**config.mk**
```make
export PLATFORM = sky130hd
export DESIGN_NAME = epoch_seconds_to_calendar
export DESIGN_NICKNAME = d
export VERILOG_FILES = /design/src/hdl/esc_pkg.sv /design/src/hdl/epoch_seconds_to_calendar.sv
export VERILOG_INCLUDE_DIRS = /design/src /design/src/hdl
export SDC_FILE = /design/constraint.sdc
export NUM_CORES = 1
export LEC_CHECK = 0
export ABC_CLOCK_PERIOD_IN_PS = 6300
export BUFFER_PORTS_ARGS = -buffer_cell sky130_fd_sc_hd__buf_2
export CAP_MARGIN = 25
export CORE_ASPECT_RATIO = 1.2
export CORE_MARGIN = 4
export CORE_UTILIZATION = 42
export CTS_BUF_LIST = sky130_fd_sc_hd__clkbuf_4 sky130_fd_sc_hd__clkbuf_8 sky130_fd_sc_hd__clkbuf_16
export CTS_CLUSTER_DIAMETER = 150
export DETAILED_ROUTE_END_ITERATION = 10
export GPL_ROUTABILITY_DRIVEN = 0
export PLACE_DENSITY_LB_ADDON = 0.1
export SKIP_LAST_GASP = 1
export SYNTH_ARGS = -nofsm -noshare
export SYNTH_HDL_FRONTEND = slang
export SYNTH_SLANG_ARGS = --single-unit
```
**constraint.sdc**
```tcl
create_clock -name clk -period 6.3 [get_ports clk]
set_clock_uncertainty 0.2 [all_clocks]
set_input_delay 0 -clock clk [delete_from_list [all_inputs] [get_ports clk]]
set_output_delay 0 -clock clk [all_outputs]
set_load 0.005 [all_outputs]
```
**src/hdl/epoch_seconds_to_calendar_macros.svh**
```systemverilog
// Assertion macros shared by the calendar converter RTL.
`ifndef EPOCH_SECONDS_TO_CALENDAR_MACROS_SVH
`define EPOCH_SECONDS_TO_CALENDAR_MACROS_SVH

// Same-cycle implication, sampled on clk and disabled while rst_n is low.
`define ESC_CHECK_IMPL(lbl, ante, cons, msg) \
  lbl: assert property (@(posedge clk) disable iff (!rst_n) (ante) |-> (cons)) \
    else $error(msg);

// Next-cycle implication, sampled on clk and disabled while rst_n is low.
`define ESC_CHECK_NEXT(lbl, ante, cons, msg) \
  lbl: assert property (@(posedge clk) disable iff (!rst_n) (ante) |=> (cons)) \
    else $error(msg);

`endif

```
**src/hdl/esc_pkg.sv**
```systemverilog
// Constants, microcode types and control store of the epoch-to-calendar converter.
package esc_pkg;

  localparam int EPOCH_W = 40;
  localparam int REM_W   = 41;
  localparam int QUO_W   = 21;
  localparam int PC_W    = 4;
  localparam int CNT_W   = 5;

  localparam longint unsigned SEC_PER_DAY  = 86400;
  localparam longint unsigned SEC_PER_WEEK = 86400 * 7;
  localparam longint unsigned DAYS_PER_ERA = 146097;

  // Day bias: 40 whole eras plus the shift to the March-based era origin, so
  // that the biased day count is non-negative and counts from an era start.
  localparam int ERA_BIAS = 40;
  localparam longint unsigned BIAS_DAYS = ERA_BIAS * DAYS_PER_ERA + 719468;
  localparam logic [REM_W-1:0] BIAS_SEC = REM_W'(BIAS_DAYS * SEC_PER_DAY);

  // Weekday of the biased day count, moved so that the epoch day is Thursday.
  localparam logic [2:0] WDAY_ADJ = 3'((4 + 7 - (BIAS_DAYS % 7)) % 7);

  localparam int YEAR_BIAS    = ERA_BIAS * 400 + 1900;
  localparam int YEAR_OFF_MIN = -147;
  localparam int YEAR_OFF_MAX = 8099;

  typedef enum logic [2:0] {
    OP_DIV,
    OP_DAYS,
    OP_DOEADJ,
    OP_DOY,
    OP_SCALE,
    OP_DONE
  } uop_t;

  typedef enum logic [3:0] {
    Q_NONE,
    Q_WEEKS,
    Q_WDAY,
    Q_HOUR,
    Q_MIN,
    Q_ERA,
    Q_LEAPS,
    Q_YOE,
    Q_MP
  } qdst_t;

  typedef enum logic [1:0] {
    R_NONE,
    R_SEC,
    R_DOE
  } rdst_t;

  typedef struct packed {
    uop_t             op;
    logic [REM_W-1:0] dsh;   // divisor pre-shifted to the top quotient bit
    logic [CNT_W-1:0] cnt;   // quotient bits minus one
    qdst_t            qdst;
    rdst_t            rdst;
  } ctrl_t;

  function automatic ctrl_t mk_div(input longint unsigned d, input int n,
                                    input qdst_t qd, input rdst_t rd);
    ctrl_t c;
    c.op   = OP_DIV;
    c.dsh  = REM_W'(d << (n - 1));
    c.cnt  = CNT_W'(n - 1);
    c.qdst = qd;
    c.rdst = rd;
    return c;
  endfunction

  function automatic ctrl_t mk_op(input uop_t op);
    ctrl_t c;
    c.op   = op;
    c.dsh  = '0;
    c.cnt  = '0;
    c.qdst = Q_NONE;
    c.rdst = R_NONE;
    return c;
  endfunction

  // Control store. Each division step loops on itself until its last
  // quotient bit, then writes its quotient and remainder where the word says.
  function automatic ctrl_t ucode(input logic [PC_W-1:0] pc);
    ctrl_t c;
    unique case (pc)
      4'd0:    c = mk_div(SEC_PER_WEEK, 21, Q_WEEKS, R_NONE);
      4'd1:    c = mk_div(SEC_PER_DAY, 3, Q_WDAY, R_NONE);
      4'd2:    c = mk_div(3600, 5, Q_HOUR, R_NONE);
      4'd3:    c = mk_div(60, 6, Q_MIN, R_SEC);
      4'd4:    c = mk_op(OP_DAYS);
      4'd5:    c = mk_div(DAYS_PER_ERA, 7, Q_ERA, R_DOE);
      4'd6:    c = mk_div(1460, 7, Q_LEAPS, R_NONE);
      4'd7:    c = mk_op(OP_DOEADJ);
      4'd8:    c = mk_div(365, 9, Q_YOE, R_NONE);
      4'd9:    c = mk_op(OP_DOY);
      4'd10:   c = mk_op(OP_SCALE);
      4'd11:   c = mk_div(153, 4, Q_MP, R_NONE);
      default: c = mk_op(OP_DONE);
    endcase
    return c;
  endfunction

  // First day of each March-based month, counted from March 1.
  function automatic logic [8:0] month_start(input logic [3:0] mp);
    logic [8:0] s;
    case (mp)
      4'd0:    s = 9'd0;
      4'd1:    s = 9'd31;
      4'd2:    s = 9'd61;
      4'd3:    s = 9'd92;
      4'd4:    s = 9'd122;
      4'd5:    s = 9'd153;
      4'd6:    s = 9'd184;
      4'd7:    s = 9'd214;
      4'd8:    s = 9'd245;
      4'd9:    s = 9'd275;
      4'd10:   s = 9'd306;
      4'd11:   s = 9'd337;
      default: s = 9'd0;
    endcase
    return s;
  endfunction

endpackage

```
**src/hdl/epoch_seconds_to_calendar.sv**
```systemverilog
// Epoch seconds to Gregorian calendar converter, microcoded over a shared divider.
//
// Usage: an epoch count (signed seconds since 1970-01-01 UTC) is taken on the
// in_ channel when in_valid is high and in_stall is low. The result leaves on
// the out_ channel when out_valid is high and out_stall is low.
// The converter handles one request at a time: in_stall stays high while the
// program runs. A short control store sequences one restoring divider that
// yields one quotient bit per cycle; the divisions need 62 bits in all, plus
// four arithmetic steps and a final step that writes the result. in_stall
// falls in the same cycle that out_valid rises, so a new request can be
// taken in that cycle.
// The result sits in an output register; a new request may be accepted while
// it waits. If out_stall still holds an earlier result when a program ends,
// the final step waits until that result is taken.
// Reset (rst_n low, synchronous) drops out_valid and returns the sequencer
// to its idle state; any request in flight is lost.
`include "epoch_seconds_to_calendar_macros.svh"

module epoch_seconds_to_calendar (
  input  logic                               clk,
  input  logic                               rst_n,
  input  logic                               in_valid,
  output logic                               in_stall,
  input  logic signed [esc_pkg::EPOCH_W-1:0] in_epoch_seconds,
  output logic                               out_valid,
  input  logic                               out_stall,
  output logic                               out_out_of_range,
  output logic signed [13:0]                 out_year_offset,
  output logic [3:0]                         out_month_index,
  output logic [4:0]                         out_day_of_month,
  output logic [8:0]                         out_day_of_year,
  output logic [2:0]                         out_weekday,
  output logic [4:0]                         out_hour_of_day,
  output logic [5:0]                         out_minute_of_hour,
  output logic [5:0]                         out_second_of_minute
);
  import esc_pkg::*;

  // Sequencer and divider.
  logic             busy_r, busy_nxt;
  logic [PC_W-1:0]  pc_r, pc_nxt;
  logic             first_r, first_nxt;
  logic [REM_W-1:0] rem_r, rem_nxt;
  logic [REM_W-1:0] dsh_r, dsh_nxt;
  logic [QUO_W-1:0] quo_r, quo_nxt;
  logic [CNT_W-1:0] cnt_r, cnt_nxt;
  logic             out_valid_r;

  // Intermediate results.
  logic [20:0] wk_r;
  logic [2:0]  dw_r;
  logic [4:0]  hour_r;
  logic [5:0]  min_r;
  logic [5:0]  sec_r;
  logic [6:0]  era_r;
  logic [17:0] doe_r;
  logic [6:0]  leaps_r;
  logic [8:0]  yoe_r;
  logic [8:0]  doy_r;
  logic [3:0]  mp_r;

  // Output payload.
  logic        oor_r;
  logic [13:0] yoff_r;
  logic [3:0]  mon_r;
  logic [4:0]  dom_r;
  logic [8:0]  yday_r;
  logic [2:0]  wday_r;
  logic [4:0]  ohour_r;
  logic [5:0]  omin_r;
  logic [5:0]  osec_r;

  ctrl_t            cw;
  logic [REM_W-1:0] dsh_eff;
  logic [CNT_W-1:0] cnt_eff;
  logic [QUO_W-1:0] quo_eff;
  logic             div_ge;
  logic             div_last;
  logic [REM_W-1:0] div_rem;
  logic [QUO_W-1:0] div_quo;
  logic             q_we;
  logic             doy_we;
  logic             done_fire;

  logic [23:0]        days_val;
  logic [2:0]         cent_cnt;
  logic [17:0]        doe_adj;
  logic [1:0]         q100;
  logic [17:0]        doy_full;
  logic               janfeb;
  logic [3:0]         mon_val;
  logic [8:0]         dom_full;
  logic [16:0]        yr_sum;
  logic signed [16:0] yoff;
  logic               oor;
  logic               leap;
  logic [8:0]         yday_val;
  logic [3:0]         wsum;
  logic [2:0]         wday_val;

  assign cw = ucode(pc_r);

  // One restoring step per cycle; the first step of a division takes its
  // divisor and bit count from the control word.
  assign dsh_eff  = first_r ? cw.dsh : dsh_r;
  assign cnt_eff  = first_r ? cw.cnt : cnt_r;
  assign quo_eff  = first_r ? '0 : quo_r;
  assign div_ge   = rem_r >= dsh_eff;
  assign div_rem  = div_ge ? rem_r - dsh_eff : rem_r;
  assign div_quo  = {quo_eff[QUO_W-2:0], div_ge};
  assign div_last = cnt_eff == '0;

  // Biased day count from whole weeks and the day within the week.
  assign days_val = {wk_r, 3'b000} - {3'b000, wk_r} + 24'(dw_r);

  // Day of era with the four-year, century and era leap corrections.
  assign cent_cnt = 3'(doe_r >= 18'd36524) + 3'(doe_r >= 18'd73048)
                  + 3'(doe_r >= 18'd109572) + 3'(doe_r >= 18'd146096);
  assign doe_adj  = doe_r - 18'(leaps_r) + 18'(cent_cnt) - 18'(doe_r == 18'd146096);

  assign q100     = 2'(yoe_r >= 9'd100) + 2'(yoe_r >= 9'd200) + 2'(yoe_r >= 9'd300);
  assign doy_full = doe_r - (18'(yoe_r) * 18'd365 + 18'(yoe_r[8:2]) - 18'(q100));

  // Final assembly.
  assign janfeb   = mp_r >= 4'd10;
  assign mon_val  = janfeb ? mp_r - 4'd10 : mp_r + 4'd2;
  assign dom_full = doy_r - month_start(mp_r) + 9'd1;
  assign yr_sum   = 17'(era_r) * 17'd400 + 17'(yoe_r) + 17'(janfeb);
  assign yoff     = signed'(yr_sum - 17'(YEAR_BIAS));
  assign oor      = (yoff < YEAR_OFF_MIN) || (yoff > YEAR_OFF_MAX);
  // March to December lie in the Gregorian year numbered by yoe.
  assign leap     = (yoe_r[1:0] == 2'b00) && (yoe_r != 9'd100) && (yoe_r != 9'd200)
                  && (yoe_r != 9'd300);
  assign yday_val = janfeb ? doy_r - 9'd306 : doy_r + 9'd59 + 9'(leap);
  assign wsum     = 4'(dw_r) + 4'(WDAY_ADJ);
  assign wday_val = (wsum >= 4'd7) ? 3'(wsum - 4'd7) : wsum[2:0];

  always_comb begin
    busy_nxt  = busy_r;
    pc_nxt    = pc_r;
    first_nxt = first_r;
    rem_nxt   = rem_r;
    dsh_nxt   = dsh_r;
    quo_nxt   = quo_r;
    cnt_nxt   = cnt_r;
    q_we      = 1'b0;
    doy_we    = 1'b0;
    done_fire = 1'b0;
    if (!busy_r) begin
      if (in_valid) begin
        busy_nxt  = 1'b1;
        pc_nxt    = '0;
        first_nxt = 1'b1;
        rem_nxt   = REM_W'(in_epoch_seconds) + BIAS_SEC;
      end
    end else begin
      unique case (cw.op)
        OP_DIV: begin
          rem_nxt = div_rem;
          quo_nxt = div_quo;
          dsh_nxt = dsh_eff >> 1;
          if (div_last) begin
            q_we      = 1'b1;
            pc_nxt    = pc_r + 1'b1;
            first_nxt = 1'b1;
          end else begin
            cnt_nxt   = cnt_eff - 1'b1;
            first_nxt = 1'b0;
          end
        end
        OP_DAYS: begin
          rem_nxt = REM_W'(days_val);
          pc_nxt  = pc_r + 1'b1;
        end
        OP_DOEADJ: begin
          rem_nxt = REM_W'(doe_adj);
          pc_nxt  = pc_r + 1'b1;
        end
        OP_DOY: begin
          doy_we = 1'b1;
          pc_nxt = pc_r + 1'b1;
        end
        OP_SCALE: begin
          rem_nxt = REM_W'({doy_r, 2'b00}) + REM_W'(doy_r) + REM_W'(2);
          pc_nxt  = pc_r + 1'b1;
        end
        OP_DONE: begin
          if (!out_valid_r || !out_stall) begin
            done_fire = 1'b1;
            busy_nxt  = 1'b0;
            pc_nxt    = '0;
          end
        end
      endcase
    end
  end

  always_ff @(posedge clk) begin
    if (!rst_n) begin
      busy_r      <= 1'b0;
      pc_r        <= '0;
      first_r     <= 1'b1;
      cnt_r       <= '0;
      out_valid_r <= 1'b0;
    end else begin
      busy_r  <= busy_nxt;
      pc_r    <= pc_nxt;
      first_r <= first_nxt;
      cnt_r   <= cnt_nxt;
      if (done_fire) begin
        out_valid_r <= 1'b1;
      end else if (!out_stall) begin
        out_valid_r <= 1'b0;
      end
    end
  end

  always_ff @(posedge clk) begin
    rem_r <= rem_nxt;
    dsh_r <= dsh_nxt;
    quo_r <= quo_nxt;
    if (q_we) begin
      unique case (cw.qdst)
        Q_NONE:  ;
        Q_WEEKS: wk_r    <= div_quo[20:0];
        Q_WDAY:  dw_r    <= div_quo[2:0];
        Q_HOUR:  hour_r  <= div_quo[4:0];
        Q_MIN:   min_r   <= div_quo[5:0];
        Q_ERA:   era_r   <= div_quo[6:0];
        Q_LEAPS: leaps_r <= div_quo[6:0];
        Q_YOE:   yoe_r   <= div_quo[8:0];
        Q_MP:    mp_r    <= div_quo[3:0];
        default: ;
      endcase
      unique case (cw.rdst)
        R_NONE:  ;
        R_SEC:   sec_r <= div_rem[5:0];
        R_DOE:   doe_r <= div_rem[17:0];
        default: ;
      endcase
    end
    if (doy_we) begin
      doy_r <= doy_full[8:0];
    end
    if (done_fire) begin
      oor_r   <= oor;
      yoff_r  <= oor ? '0 : yoff[13:0];
      mon_r   <= oor ? '0 : mon_val;
      dom_r   <= oor ? '0 : dom_full[4:0];
      yday_r  <= oor ? '0 : yday_val;
      wday_r  <= oor ? '0 : wday_val;
      ohour_r <= oor ? '0 : hour_r;
      omin_r  <= oor ? '0 : min_r;
      osec_r  <= oor ? '0 : sec_r;
    end
  end

  assign in_stall             = busy_r;
  assign out_valid            = out_valid_r;
  assign out_out_of_range     = oor_r;
  assign out_year_offset      = signed'(yoff_r);
  assign out_month_index      = mon_r;
  assign out_day_of_month     = dom_r;
  assign out_day_of_year      = yday_r;
  assign out_weekday          = wday_r;
  assign out_hour_of_day      = ohour_r;
  assign out_minute_of_hour   = omin_r;
  assign out_second_of_minute = osec_r;

  `ESC_CHECK_NEXT(a_accept_starts_program, in_valid && !in_stall, in_stall && pc_r == '0, "accepted request did not start the program")
  `ESC_CHECK_IMPL(a_div_quotient_fits, busy_r && cw.op == OP_DIV && first_r, {1'b0, rem_r} < {cw.dsh, 1'b0}, "dividend too large for quotient width")
  `ESC_CHECK_NEXT(a_result_from_program, !busy_r && !out_valid_r, !out_valid_r, "result appeared without a running program")
  `ESC_CHECK_IMPL(a_oor_fields_zero, out_valid && out_out_of_range, out_year_offset == '0 && out_day_of_month == '0 && out_weekday == '0 && out_hour_of_day == '0, "out-of-range result has nonzero fields")
  `ESC_CHECK_IMPL(a_fields_legal, out_valid && !out_out_of_range, out_month_index <= 4'd11 && out_day_of_month != '0 && out_weekday <= 3'd6 && out_hour_of_day <= 5'd23, "in-range result has an illegal field")

endmodule

```
==> results.toml <==
[clock_tree]
cts_max_path_buffers = 3
clk_latency_ns = 0.55
cts-root-buf = "clkbuf_16"
tritoncts = "done"
clk_pin_slew_worst_paths_ns = 0.06
htree_levels = 2
clock-sinks = 288
cts_buffers = 34

[global_route]
grtUsageTotal_pct = 20.5
grt_overflow = 0
met3_usage_pct = 2.86
grt_pass1_wl_um = 86800
antenna_found_initial = 0
met2_usage_pct = 36.3
grt_max_degree = 64
grt_pass1_vias = 15800
use_met1_pct = 25.5
top_usage_layer = "met2"

[layout]
multi_input_comb_area_um2 = 11600
regArea_um2 = 8250
instances_no_fill = 2903
diodes = 0
layout-drive-gt1-share_pct = 13.4
final_util_pct = 49.1
syn2layout_area_growth_pct = 15.4
nets = 2549
nFillCells = 4555

[yosys]
synthMuxAreaShare_pct = 1.74
synth_fp_nets = 2364
synth-compound-area-share_pct = 18.9
avgSynthCellArea_um2 = 10.2
yosys.area_share.simple_pct = 11.7
synth-async-reset-ratio_pct = 0
syn_inst = 2056
yosysTopAreaCellShare_pct = 35.6
synth_seq_cells = 288
synth_edf_count = 248
ys_warn_count = 0
synth_adder_area_share_pct = 17.0
synth_cell_types = 90
synthFlopType = "edfxtp_1"
synth_area_um2 = 20900
yosysSeqAreaShare_pct = 39.4
synth_top_area_cell = "edfxtp_1"
synthTopCellsByArea = "edfxtp_1 (36%), ha_1 (14%), inv_1 (4.0%)"
synthXorXnorAreaFrac_pct = 6.02
synth_top_family_by_area = "compound AO/OA/AOI/OAI gates"

[drt]
wl_um = 55200
post-route-drc-count = 0
first_pass_iters = 7
wl_per_cell_um = 19.0
detail_route.iter0.violations = 998
viasPerCell = 5.48
final_antenna_net_count = 0
vias = 15900

[min_path]
worstHoldPathType = "input port to register"
min_from = "in_epoch_seconds[7]"
hold_path_depth = 3
holdPathEnd = "rem_r[7]"

[worst_setup_path]
ff2ff_setup_slack_ns = 0.31
cp.arrival_ns = 6.06
end_kind = "register"
rr_endpoint = "rem_r[16]"
cp.required_ns = 6.37
worstRegToRegCells = 25
r2r_start = "doe_r[8]"
startpoint_type = "register"
cp_max_fo = 5
crit_type = "register to register"

[power]
power_density_nw_per_um2 = 223
combPwrFrac_pct = 21.3
p_switching_mw = 1.53
p_sw_share_pct = 28.5
ir_drop_mv = 0.198
power_leakage_nw = 10.1
p_total_mw = 5.39
p_int_mw = 3.85
power_frac_seq_pct = 41.7
p_clk_share_pct = 37.0

[placed_design]
io_buffers = 98
hpwl_um = 42700
dp.cells = 2769

[floorplan]
core_um2 = 49200
die_h_um = 253
start_util_pct = 42.5
io-pin-count = 99
die_w_um = 212
die-area_um2 = 53500
num_rows = 89

[sta]
worst_slew_pin_slew_ns = 1.01
tns_ns = 0
slew_viol_final = 0
period_minus_slack_ns = 5.99
rsz0062_at_grt = "no"
setup_viol = 0
fin_crit_sh_pct = 95.1
final_hold_viol_count = 0
fmax_mhz = 167
relSlewSlack_pct = 32.6

[status]
status = "finished, final reports clean"

[run]
drv_cap = 0
## placed cells by master (no fill, tap or decap), drive strengths merged, types with 9 or more instances in the layout
cell	instances
a21o	44
a21oi	153
nor4	12
o31ai	10
and3	10
nand2b	17
nand3	25
nor3	43
mux2	11
mux2i	24
o22ai	18
o21bai	19
nor3b	13
nand4	22
clkinv	13
fa	33
buf	135
dfxtp	40
nand2	127
a21boi	42
o211ai	16
o21ai	106
clkbuf	46
ha	231
or3	10
or2	12
and2	17
xnor2	93
a31o	9
a31oi	20
o21a	29
inv	223
a211oi	21
nor2	101
nor2b	47
edfxtp	248
dlygate4sd3	68
xor2	50
## timing repair
| item | 4_1_cts | 5_1_grt |
|---|---|---|
| hold endpoints to repair | 97 | 0 |
| gates resized for setup | 0 | 3 |
| buffers inserted | 0 | 3 |
| setup endpoints to repair | 0 | 2 |
| hold buffers | 68 | 0 |
## cell usage after synthesis, types with 6 or more instances
| library cell | instances |
|---|---|
| edfxtp_1 | 248 |
| ha_1 | 231 |
| inv_1 | 221 |
| a21oi_1 | 130 |
| nand2_1 | 127 |
| o21ai_0 | 104 |
| nor2_1 | 101 |
| xnor2_1 | 93 |
| xor2_1 | 49 |
| nor2b_1 | 47 |
| a21o_1 | 44 |
| nor3_1 | 42 |
| dfxtp_1 | 40 |
| clkbuf_1 | 34 |
| fa_1 | 33 |
| o21a_1 | 29 |
| a21boi_2 | 27 |
| nand3_1 | 25 |
| mux2i_1 | 24 |
| a21oi_2 | 23 |
| nand4_1 | 22 |
| a211oi_1 | 19 |
| a31oi_1 | 19 |
| o21bai_1 | 19 |
| o22ai_1 | 18 |
| and2_1 | 17 |
| nand2b_1 | 17 |
| o211ai_1 | 16 |
| a21boi_0 | 14 |
| nor3b_1 | 13 |
| nor4_1 | 10 |
| o31ai_1 | 10 |
| or2_2 | 10 |
| or3_1 | 10 |
| a31o_2 | 9 |
| and3_1 | 9 |
| buf_2 | 9 |
| mux2_2 | 9 |
| a22oi_1 | 7 |
| buf_1 | 7 |
| o2111ai_1 | 7 |
| a221oi_1 | 6 |
## layer usage
| layer | vias up | routed length [um] |
|---|---|---|
| li1 | 7839 | - |
| met1 | 7577 | 23300 |
| met2 | 391 | 27500 |
| met3 | 98 | 2370 |
| met4 | 0 | 2060 |
| met5 | - | 0 |
## flip-flops by register name, summed over array words and instances, names as in the netlist, 7 cells and up, named ones only
register	count
out_year_offset	14
dsh_r	39
quo_r	20
doy_r	9
yoe_r	9
cw	23
wk_r	21
era_r	7
out_day_of_year	9
leaps_r	7
rem_r	41
doe_r	18
## area by class of cell
cell class | instances | share of cell area, %
Multi-Input combinational cell | 1488 | 48.1
Sequential cell | 288 | 34.2
Timing Repair Buffer | 205 | 6.24
Clock buffer | 45 | 3.94
Inverter | 224 | 3.48
Tap cell | 637 | 3.30
Clock inverter | 16 | 0.767
## logic make-up after synthesis
logic type | Yosys count
buffers and inverters | 280
and+or+nand+nor | 479
muxes | 35
adders and majority gates | 265
DFF | 288
AOI/OAI and AO/OA | 566
xor gates and xnor gates | 143
## power groups by stage
stage	Sequential, mW	Clock [mW]	Combinational [mW]
finish	2.25	2.00	1.15
detailed placement	2.29	0	1.11
global route	2.25	2.14	1.26
CTS	2.25	2.06	1.15
global placement	2.28	0	1.10
floorplan	2.26	0	0.784
## worst max-delay path by stage
| stage | start | endpoint | depth (start not counted) |
|---|---|---|---|
| 6_report | doe_r[8] | rem_r[16] | 25 |
| 2_1_floorplan | first_r | rem_r[18] | 14 |
| 3_5_place_dp | doe_r[8] | rem_r[16] | 25 |
| 3_3_place_gp | doe_r[8] | rem_r[16] | 25 |
| 4_1_cts | doe_r[8] | rem_r[16] | 25 |
| 5_1_grt | doe_r[8] | rem_r[16] | 25 |
## metrics by stage
step	setup WS, ns	hold WS (ns)	area, um2
2_1_floorplan	0.679	-0.0484	20900
3_3_place_gp	0.396	0.100	22200
3_5_place_dp	0.246	0.111	22300
4_1_cts	0.207	0.118	24100
5_1_grt	0.0168	0.171	24200
6_report	0.309	0.158	24200
## worst max-delay path, stage by stage (launching register included)
cell and delay (ns):
edfxtp_1 0.44, inv_1 0.14, ha_1 0.18, nand2_1 0.06, o21bai_1 0.19, a31oi_1 0.06
o21ai_0 0.21, a21o_1 0.14, a21boi_0 0.11, fa_1 0.50, inv_1 0.06, fa_1 0.46
inv_1 0.08, fa_1 0.18, inv_1 0.05, fa_1 0.39, a21o_1 0.20, a21o_1 0.21
a2111oi_1 0.38, buf_4 0.19, o311ai_0 0.21, o41ai_2 0.38, o21ai_0 0.16, xnor2_1 0.15
nor4_1 0.32, nor3_1 0.09
No activity file was read; power rests on OpenSTA's default activity.
